[src/hw/rtl/stq_pkg.sv]
// shared types, constants and index helpers for the sorted timeout queue
package stq_pkg;

    // queue geometry
    localparam int DEPTH     = 16;
    localparam int MAX_OUT   = 16;
    localparam int IDX_W     = $clog2(DEPTH);
    localparam int CNT_W     = $clog2(DEPTH + 1);
    localparam int DRAIN_MAX = (MAX_OUT < DEPTH) ? MAX_OUT : DEPTH;

    // item kinds
    localparam logic KIND_ADD  = 1'b0;
    localparam logic KIND_TICK = 1'b1;

    // input item
    typedef struct packed {
        logic               kind;
        logic [31:0]        owner_handle;
        logic signed [31:0] session_id;
        logic signed [31:0] delay_ms;
        logic [63:0]        now_ms;
    } cmd_t;

    // result item
    typedef struct packed {
        logic [31:0]        out_handle;
        logic signed [31:0] out_session;
        logic               dropped;
        logic               last;
    } result_t;

    // one stored event
    typedef struct packed {
        logic [63:0] expiry;
        logic [31:0] handle;
        logic [31:0] session;
    } entry_t;

    // write port of the entry store
    typedef struct packed {
        logic             en;
        logic [IDX_W-1:0] addr;
        entry_t           data;
    } mem_wr_t;

    // physical slot of a logical position counted from the head
    function automatic logic [IDX_W-1:0] wrap_idx(logic [IDX_W-1:0] base,
                                                  logic [CNT_W-1:0] off);
        logic [IDX_W:0] sum;
        sum = (IDX_W+1)'(base) + (IDX_W+1)'(off);
        if (sum >= (IDX_W+1)'(DEPTH))
        begin
            sum = sum - (IDX_W+1)'(DEPTH);
        end
        return sum[IDX_W-1:0];
    endfunction

endpackage

[src/hw/rtl/sorted_timeout_queue_unit.sv]
// sorted timeout queue: sequencer around the entry store and shared comparator
//
//   channel   direction  signals                   handshake
//   command   in         cmd (cmd_t)               start high while busy low
//   result    out        result (result_t)         result_strobe, one cycle, no stall
//
// an add with a delay of zero or less, or one that finds the queue full, gives its
// item on the cycle after acceptance and the unit is free again at once.
// a stored add walks down from the tail, moving each later entry up one slot, then
// writes the new entry in the freed slot; one entry is handled per cycle.
// a tick on an empty queue only caches the time; otherwise it drains expired entries
// from the head, items earliest first, the final one on the first free cycle.
// reset empties the queue and clears the cached time; no clearing pass is needed.
// results cannot be held off: each item is shown on result for exactly one cycle.
module sorted_timeout_queue_unit
    import stq_pkg::*;
(
    input  logic    clk,
    input  logic    rst_n,
    input  logic    start,
    output logic    busy,
    input  cmd_t    cmd,
    output logic    result_strobe,
    output result_t result
);

    typedef enum logic [3:0] {
        S_IDLE = 4'b0001,
        S_INS  = 4'b0010,
        S_PUT  = 4'b0100,
        S_DRN  = 4'b1000
    } state_t;

    state_t           state_reg, state_next;
    logic [CNT_W-1:0] count_reg, count_next;
    logic [IDX_W-1:0] head_reg, head_next;
    logic [CNT_W-1:0] pos_reg, pos_next;
    logic [63:0]      cached_reg, cached_next;
    entry_t           new_reg, new_next;
    entry_t           pend_reg, pend_next;
    logic             pend_valid_reg, pend_valid_next;
    result_t          result_reg, result_next;
    logic             strobe_reg, strobe_next;

    mem_wr_t          wr;
    logic [CNT_W-1:0] rd_pos;
    entry_t           rd_data;
    logic [63:0]      cmp_ref;
    logic             not_later;
    logic             accept;
    logic             delay_positive;
    logic             drain_hit;

    // entry store
    stq_mem u_mem (
        .clk     (clk),
        .wr      (wr),
        .rd_addr (wrap_idx(head_reg, rd_pos)),
        .rd_data (rd_data)
    );

    // shared comparator: new expiry while inserting, cached time while draining
    assign cmp_ref = (state_reg == S_INS) ? new_reg.expiry : cached_reg;

    stq_cmp u_cmp (
        .expiry    (rd_data.expiry),
        .ref_time  (cmp_ref),
        .not_later (not_later)
    );

    assign busy          = (state_reg != S_IDLE);
    assign accept        = start && (state_reg == S_IDLE);
    assign delay_positive = !cmd.delay_ms[31] && (cmd.delay_ms != 32'sd0);
    assign drain_hit     = (pos_reg < count_reg) && (pos_reg < CNT_W'(DRAIN_MAX))
                           && not_later;

    // sequencer
    always_comb
    begin
        state_next      = state_reg;
        count_next      = count_reg;
        head_next       = head_reg;
        pos_next        = pos_reg;
        cached_next     = cached_reg;
        new_next        = new_reg;
        pend_next       = pend_reg;
        pend_valid_next = pend_valid_reg;
        result_next     = result_reg;
        strobe_next     = 1'b0;
        wr.en           = 1'b0;
        wr.addr         = wrap_idx(head_reg, pos_reg);
        wr.data         = new_reg;
        rd_pos          = '0;

        case (state_reg)
            S_IDLE:
            begin
                if (accept)
                begin
                    if (cmd.kind == KIND_ADD)
                    begin
                        if (!delay_positive || (count_reg == CNT_W'(DEPTH)))
                        begin
                            // immediate fire or refused add
                            result_next.out_handle  = cmd.owner_handle;
                            result_next.out_session = cmd.session_id;
                            result_next.dropped     = delay_positive;
                            result_next.last        = 1'b1;
                            strobe_next             = 1'b1;
                        end
                        else
                        begin
                            new_next.expiry  = cached_reg + {32'd0, cmd.delay_ms};
                            new_next.handle  = cmd.owner_handle;
                            new_next.session = cmd.session_id;
                            if (count_reg == '0)
                            begin
                                pos_next   = '0;
                                state_next = S_PUT;
                            end
                            else
                            begin
                                pos_next   = count_reg - CNT_W'(1);
                                rd_pos     = count_reg - CNT_W'(1);
                                state_next = S_INS;
                            end
                        end
                    end
                    else
                    begin
                        cached_next = cmd.now_ms;
                        if (count_reg != '0)
                        begin
                            pos_next        = '0;
                            rd_pos          = '0;
                            pend_valid_next = 1'b0;
                            state_next      = S_DRN;
                        end
                    end
                end
            end

            // walk down from the tail, moving later entries up one slot
            S_INS:
            begin
                if (not_later)
                begin
                    pos_next   = pos_reg + CNT_W'(1);
                    state_next = S_PUT;
                end
                else
                begin
                    wr.en   = 1'b1;
                    wr.addr = wrap_idx(head_reg, pos_reg + CNT_W'(1));
                    wr.data = rd_data;
                    if (pos_reg == '0)
                    begin
                        state_next = S_PUT;
                    end
                    else
                    begin
                        pos_next = pos_reg - CNT_W'(1);
                        rd_pos   = pos_reg - CNT_W'(1);
                    end
                end
            end

            // place the new entry in the freed slot
            S_PUT:
            begin
                wr.en      = 1'b1;
                count_next = count_reg + CNT_W'(1);
                state_next = S_IDLE;
            end

            // hold one expired entry back so that the final one can be marked
            S_DRN:
            begin
                if (pend_valid_reg)
                begin
                    result_next.out_handle  = pend_reg.handle;
                    result_next.out_session = pend_reg.session;
                    result_next.dropped     = 1'b0;
                    result_next.last        = !drain_hit;
                    strobe_next             = 1'b1;
                end
                if (drain_hit)
                begin
                    pend_next       = rd_data;
                    pend_valid_next = 1'b1;
                    pos_next        = pos_reg + CNT_W'(1);
                    rd_pos          = pos_reg + CNT_W'(1);
                end
                else
                begin
                    head_next       = wrap_idx(head_reg, pos_reg);
                    count_next      = count_reg - pos_reg;
                    pend_valid_next = 1'b0;
                    state_next      = S_IDLE;
                end
            end

            default:
            begin
                state_next = S_IDLE;
            end
        endcase
    end

    // control registers
    always_ff @(posedge clk or negedge rst_n)
    begin
        if (!rst_n)
        begin
            state_reg      <= S_IDLE;
            count_reg      <= '0;
            head_reg       <= '0;
            pos_reg        <= '0;
            cached_reg     <= '0;
            pend_valid_reg <= 1'b0;
            strobe_reg     <= 1'b0;
        end
        else
        begin
            state_reg      <= state_next;
            count_reg      <= count_next;
            head_reg       <= head_next;
            pos_reg        <= pos_next;
            cached_reg     <= cached_next;
            pend_valid_reg <= pend_valid_next;
            strobe_reg     <= strobe_next;
        end
    end

    // payload registers
    always_ff @(posedge clk)
    begin
        new_reg    <= new_next;
        pend_reg   <= pend_next;
        result_reg <= result_next;
    end

    assign result_strobe = strobe_reg;
    assign result        = result_reg;

    // fill level never passes the store size
    assert property (@(posedge clk) disable iff (!rst_n) count_reg <= CNT_W'(DEPTH))
        else $error("entry count above depth");

    // an item only follows an accepted command or a drain step
    assert property (@(posedge clk) disable iff (!rst_n)
        result_strobe |-> ($past(accept) || $past(state_reg == S_DRN)))
        else $error("result item without cause");

    // a refused add only happens with the queue full
    assert property (@(posedge clk) disable iff (!rst_n)
        (result_strobe && result.dropped) |-> (count_reg == CNT_W'(DEPTH)))
        else $error("add dropped while queue had room");

    // shifting entries leaves the fill level alone
    assert property (@(posedge clk) disable iff (!rst_n)
        (state_reg == S_INS) |=> $stable(count_reg))
        else $error("entry count changed during insertion");

    // one-hot state register
    assert property (@(posedge clk) disable iff (!rst_n) $onehot(state_reg))
        else $error("state register not one-hot");

endmodule

[src/hw/rtl/stq_mem.sv]
// entry store: one write port, one registered read port
module stq_mem
    import stq_pkg::*;
(
    input  logic             clk,
    input  mem_wr_t          wr,
    input  logic [IDX_W-1:0] rd_addr,
    output entry_t           rd_data
);

    entry_t mem [DEPTH];
    entry_t rd_data_reg;

    // write port
    always_ff @(posedge clk)
    begin
        if (wr.en)
        begin
            mem[wr.addr] <= wr.data;
        end
    end

    // registered read port
    always_ff @(posedge clk)
    begin
        rd_data_reg <= mem[rd_addr];
    end

    assign rd_data = rd_data_reg;

endmodule

[src/hw/rtl/stq_cmp.sv]
// shared expiry comparator: is the stored expiry at or before the reference time
module stq_cmp
    import stq_pkg::*;
(
    input  logic [63:0] expiry,
    input  logic [63:0] ref_time,
    output logic        not_later
);

    // unsigned 64-bit compare
    assign not_later = (expiry <= ref_time);

endmodule
[config.mk]
export PLATFORM = sky130hd
export DESIGN_NAME = sorted_timeout_queue_unit
export DESIGN_NICKNAME = d
export VERILOG_FILES = /design/src/hw/rtl/stq_pkg.sv /design/src/hw/rtl/sorted_timeout_queue_unit.sv /design/src/hw/rtl/stq_mem.sv /design/src/hw/rtl/stq_cmp.sv
export SDC_FILE = /design/constraint.sdc
export NUM_CORES = 2
export LEC_CHECK = 0
export BUFFER_PORTS_ARGS = -buffer_cell sky130_fd_sc_hd__buf_2
export CAP_MARGIN = 5
export CELL_PAD_IN_SITES_DETAIL_PLACEMENT = 1
export CELL_PAD_IN_SITES_GLOBAL_PLACEMENT = 2
export CORE_MARGIN = 3
export CORE_UTILIZATION = 45
export DETAILED_ROUTE_END_ITERATION = 6
export GPL_TIMING_DRIVEN = 0
export PLACE_DENSITY_LB_ADDON = 0.1
export SYNTH_ARGS = -nofsm -noshare
export SYNTH_HDL_FRONTEND = slang
export SYNTH_SLANG_ARGS = --single-unit
[constraint.sdc]
create_clock -name clk -period 42.7 [get_ports clk]
set_input_delay 6.405 -clock clk [delete_from_list [all_inputs] [get_ports clk]]
set_output_delay 6.405 -clock clk [all_outputs]
set_load 0.03 [all_outputs]
==> results.ini <==
[worst_hold_path]
hp-class=reg -> reg

[floorplanning]
die_w_um=472.7
initial_core_util_pct=45.45
core_um2=215700
rows=170
io_pins=232
die_y_um=472.7
dieArea_um2=223500

[timing]
max_freq_ghz=0.08114
slew_viol_final=0
skew_ps=58.64
slew_headroom_pct=13.64
setup_slack_ps=30370
period_needed_ps=12330
worst_pin_slew_ps=1295
hold_viol=0
rsz0062_at_grt=no
fin_tns_setup_ps=0
setup_viol=0
period_share_pct=28.86

[global_routing]
antenna_found_initial=11
grt_max_degree=56
grt_pass1_wl_um=383200
grt_pass1_vias=51388
grt_overflow=0
grt_usage_pct=24.04

[logic_synthesis]
synth-main-ff-cell=edfxtp_1
ys_types=68
synth_edf_count=2306
synth-async-reset-ratio_pct=3.336
yosysWarnings=0
synth_top_area_share_pct=70.64
synth_area_um2=98020
syn_inst=4564
syn_nets=4849
synth_area_leaders=edfxtp_1 71%, mux4_2 15%, dfxtp_1 2.6%, mux2_2 2.3%, dfrtp_1 2.1%
synth.avg_cell_area_um2=21.48
yosysTopAreaCell=edfxtp_1
synth-seq-area-share_pct=75.40
yosys_register_bits=2518

[placement]
io_buffer_count=231
dp_slack_ps=29550
hpwl_um=174100
dp_cells=7775
gp_congestion=0.7433

[layout]
layout.cells.non_filler=8270
finalNetCount=5511
areaGrowthSynthToFinish_pct=17.13
drive_gt1_share_pct=31.10
fill_cells=18766
final_util_pct=53.23
largest_reg_flops=2048

[routing]
drc=0
wirelength_um=268200
first_iter_violations=5226
routedWlPerCell_um=32.43
drt_first_pass_iters=5
vias=48678
routed_via_density=5.886
antenna_left=0

[clocking]
cts-root-buf=clkbuf_16
cts_hold_buf=0
clk_latency_ps=920
cts_tree=done
cts_buffer_depth=4
path_clk_slew_ps=60
cts_buffers=284
post-cts-setup-buffers=0
cts_sinks=2518
cts.repair.resized=0
htree_levels=5

[power]
swShare_pct=31.41
pwr-share-comb_pct=33.4
pwr-share-seq_pct=37.5
irDropWorstVdd_v=0.00004519
fin_total_pwr_mw=8.192
power_per_cell_area_nw_per_um2=71.35
switching_power_mw=2.573
pwr-share-clk_pct=29.2
p_leak_nw=37.30
p_int_mw=5.619

[critical_path]
crit_required_ps=43430
path_class=reg -> reg
cp-start-kind=flip-flop
crit_fanout=29
arrival_ps=13050
crit_path_end_kind=flip-flop

[outcome]
status=completed

[run]
maxCapViolCount=0

-- layout by cell type, fill, tap and decap left out, types with 25 or more instances in the layout --
cell	count
edfxtp_1	2306
dfxtp_1	128
nor2_1	57
o21ai_0	37
mux4_2	640
bufinv_16	25
buf_12	94
nand3_1	31
a21o_1	32
clkinv_2	44
mux2_2	197
clkbuf_1	208
xnor2_1	44
dfrtp_1	83
xor2_1	36
nand2_1	270
clkbuf_16	288
mux2i_1	60
buf_16	27
clkinv_1	36
buf_2	239
a21oi_1	73
inv_1	33
ha_1	116
buf_6	25
-- worst paths after layout --
kind	from	to	slack [ps]	cells after the start
worst max register to register	state_reg[2]$_DFFE_PN0P_	u_mem.rd_data[63]$_DFF_P_	30370	24
worst min-delay path	u_mem.rd_data[42]$_DFF_P_	pend_reg[42]$_DFFE_PP_	430	0
max in group asynchronous	rst_n	cached_reg[49]$_DFFE_PN0P_	36450	2
worst min register to register	u_mem.rd_data[42]$_DFF_P_	pend_reg[42]$_DFFE_PP_	430	0
min in group asynchronous	rst_n	cached_reg[6]$_DFFE_PN0P_	5500	1
worst max-delay path	state_reg[2]$_DFFE_PN0P_	u_mem.rd_data[63]$_DFF_P_	30370	24
-- worst max-delay path, stage by stage (launching register included) --
cell and delay (ps):
dfrtp_1 440, nor4b_1 450, clkbuf_1 780, clkbuf_1 810, buf_1 1010, mux2i_1 270, ha_1 390, and4_1 250
nor4b_4 640, nand4_1 480, a31oi_1 770, nor4_4 250, or2_1 320, clkbuf_1 270, nand3_1 370, inv_4 280
nor2_1 310, o22ai_1 150, ha_1 250, fa_1 510, clkbuf_1 490, clkbuf_2 730, clkbuf_1 870, mux4_2 420
mux4_2 510
-- cells by family (layout without fill, tap and decap cells) --
family	Yosys count	count (layout)	synth area share (%)
adder cells (fa/ha/maj)	121	121	1.583
XOR/XNOR	80	80	0.7148
AND/OR/NAND/NOR	496	496	2.291
buffers and inverters	236	1099	1.015
flip-flops	2518	2518	75.40
multiplexers	897	897	17.58
other	0	5	0
AO/OA/AOI/OAI	216	216	1.412
-- cell usage after synthesis (6+ instances only) --
cell	count
xor2_1	36
nand2b_1	7
a211oi_1	7
o21ai_0	37
mux2_2	197
a221oi_1	7
ha_1	116
nand4_1	22
edfxtp_1	2306
a31o_2	7
nor2_1	73
o211ai_1	6
or2_2	6
dfrtp_1	83
and3_1	9
clkbuf_1	170
o21bai_1	7
and2_1	6
buf_6	12
xnor2_1	44
nand2_1	270
nor4b_1	7
a31oi_1	6
inv_1	34
nand3_1	31
a21oi_1	73
mux4_2	640
dfxtp_1	128
mux2i_1	60
a21o_1	32
nor3_1	25
nor4_1	18
buf_2	9
buf_1	9
-- power groups by stage --
stage                     registers, mW  logic (mW)  clock network [mW]
after floorplan                    3.07        1.86                   0
after global placement             3.14        2.70                   0
after detailed placement           3.12        2.77                   0
after CTS                          3.07        2.79                2.44
after global routing               3.09        2.94                2.54
final                              3.07        2.73                2.39
-- through the flow --
stage	hold WS, ps	instance area (um^2)
global placement	408.3	102700
detailed placement	413.3	105800
floorplan	402.7	98020
finish	427.6	114800
global route	432.1	114800
CTS	428.5	114800
-- cell type report --
| cell class | instances | area [um^2] | share of cell area (%) |
|---|---|---|---|
| Sequential cell | 2518 | 73910 | 64.38 |
| Multi-Input combinational cell | 1810 | 23270 | 20.27 |
| Clock buffer | 364 | 7732 | 6.735 |
| Timing Repair Buffer | 376 | 4065 | 3.541 |
| Tap cell | 2838 | 3551 | 3.093 |
| Clock inverter | 123 | 1255 | 1.093 |
| Buffer | 202 | 884.6 | 0.7705 |
| Inverter | 34 | 130.1 | 0.1133 |
| Antenna cell | 5 | 12.51 | 0.01090 |
-- metal layers --
layer	wire (um)	track usage (%)	share of wire (%)
met2	135100	40.64	50
met5	0	0	0
met4	4943	4.909	1.8
met1	113900	33.68	42
met3	14190	3.340	5.3
(Power assumes the default switching activity.)
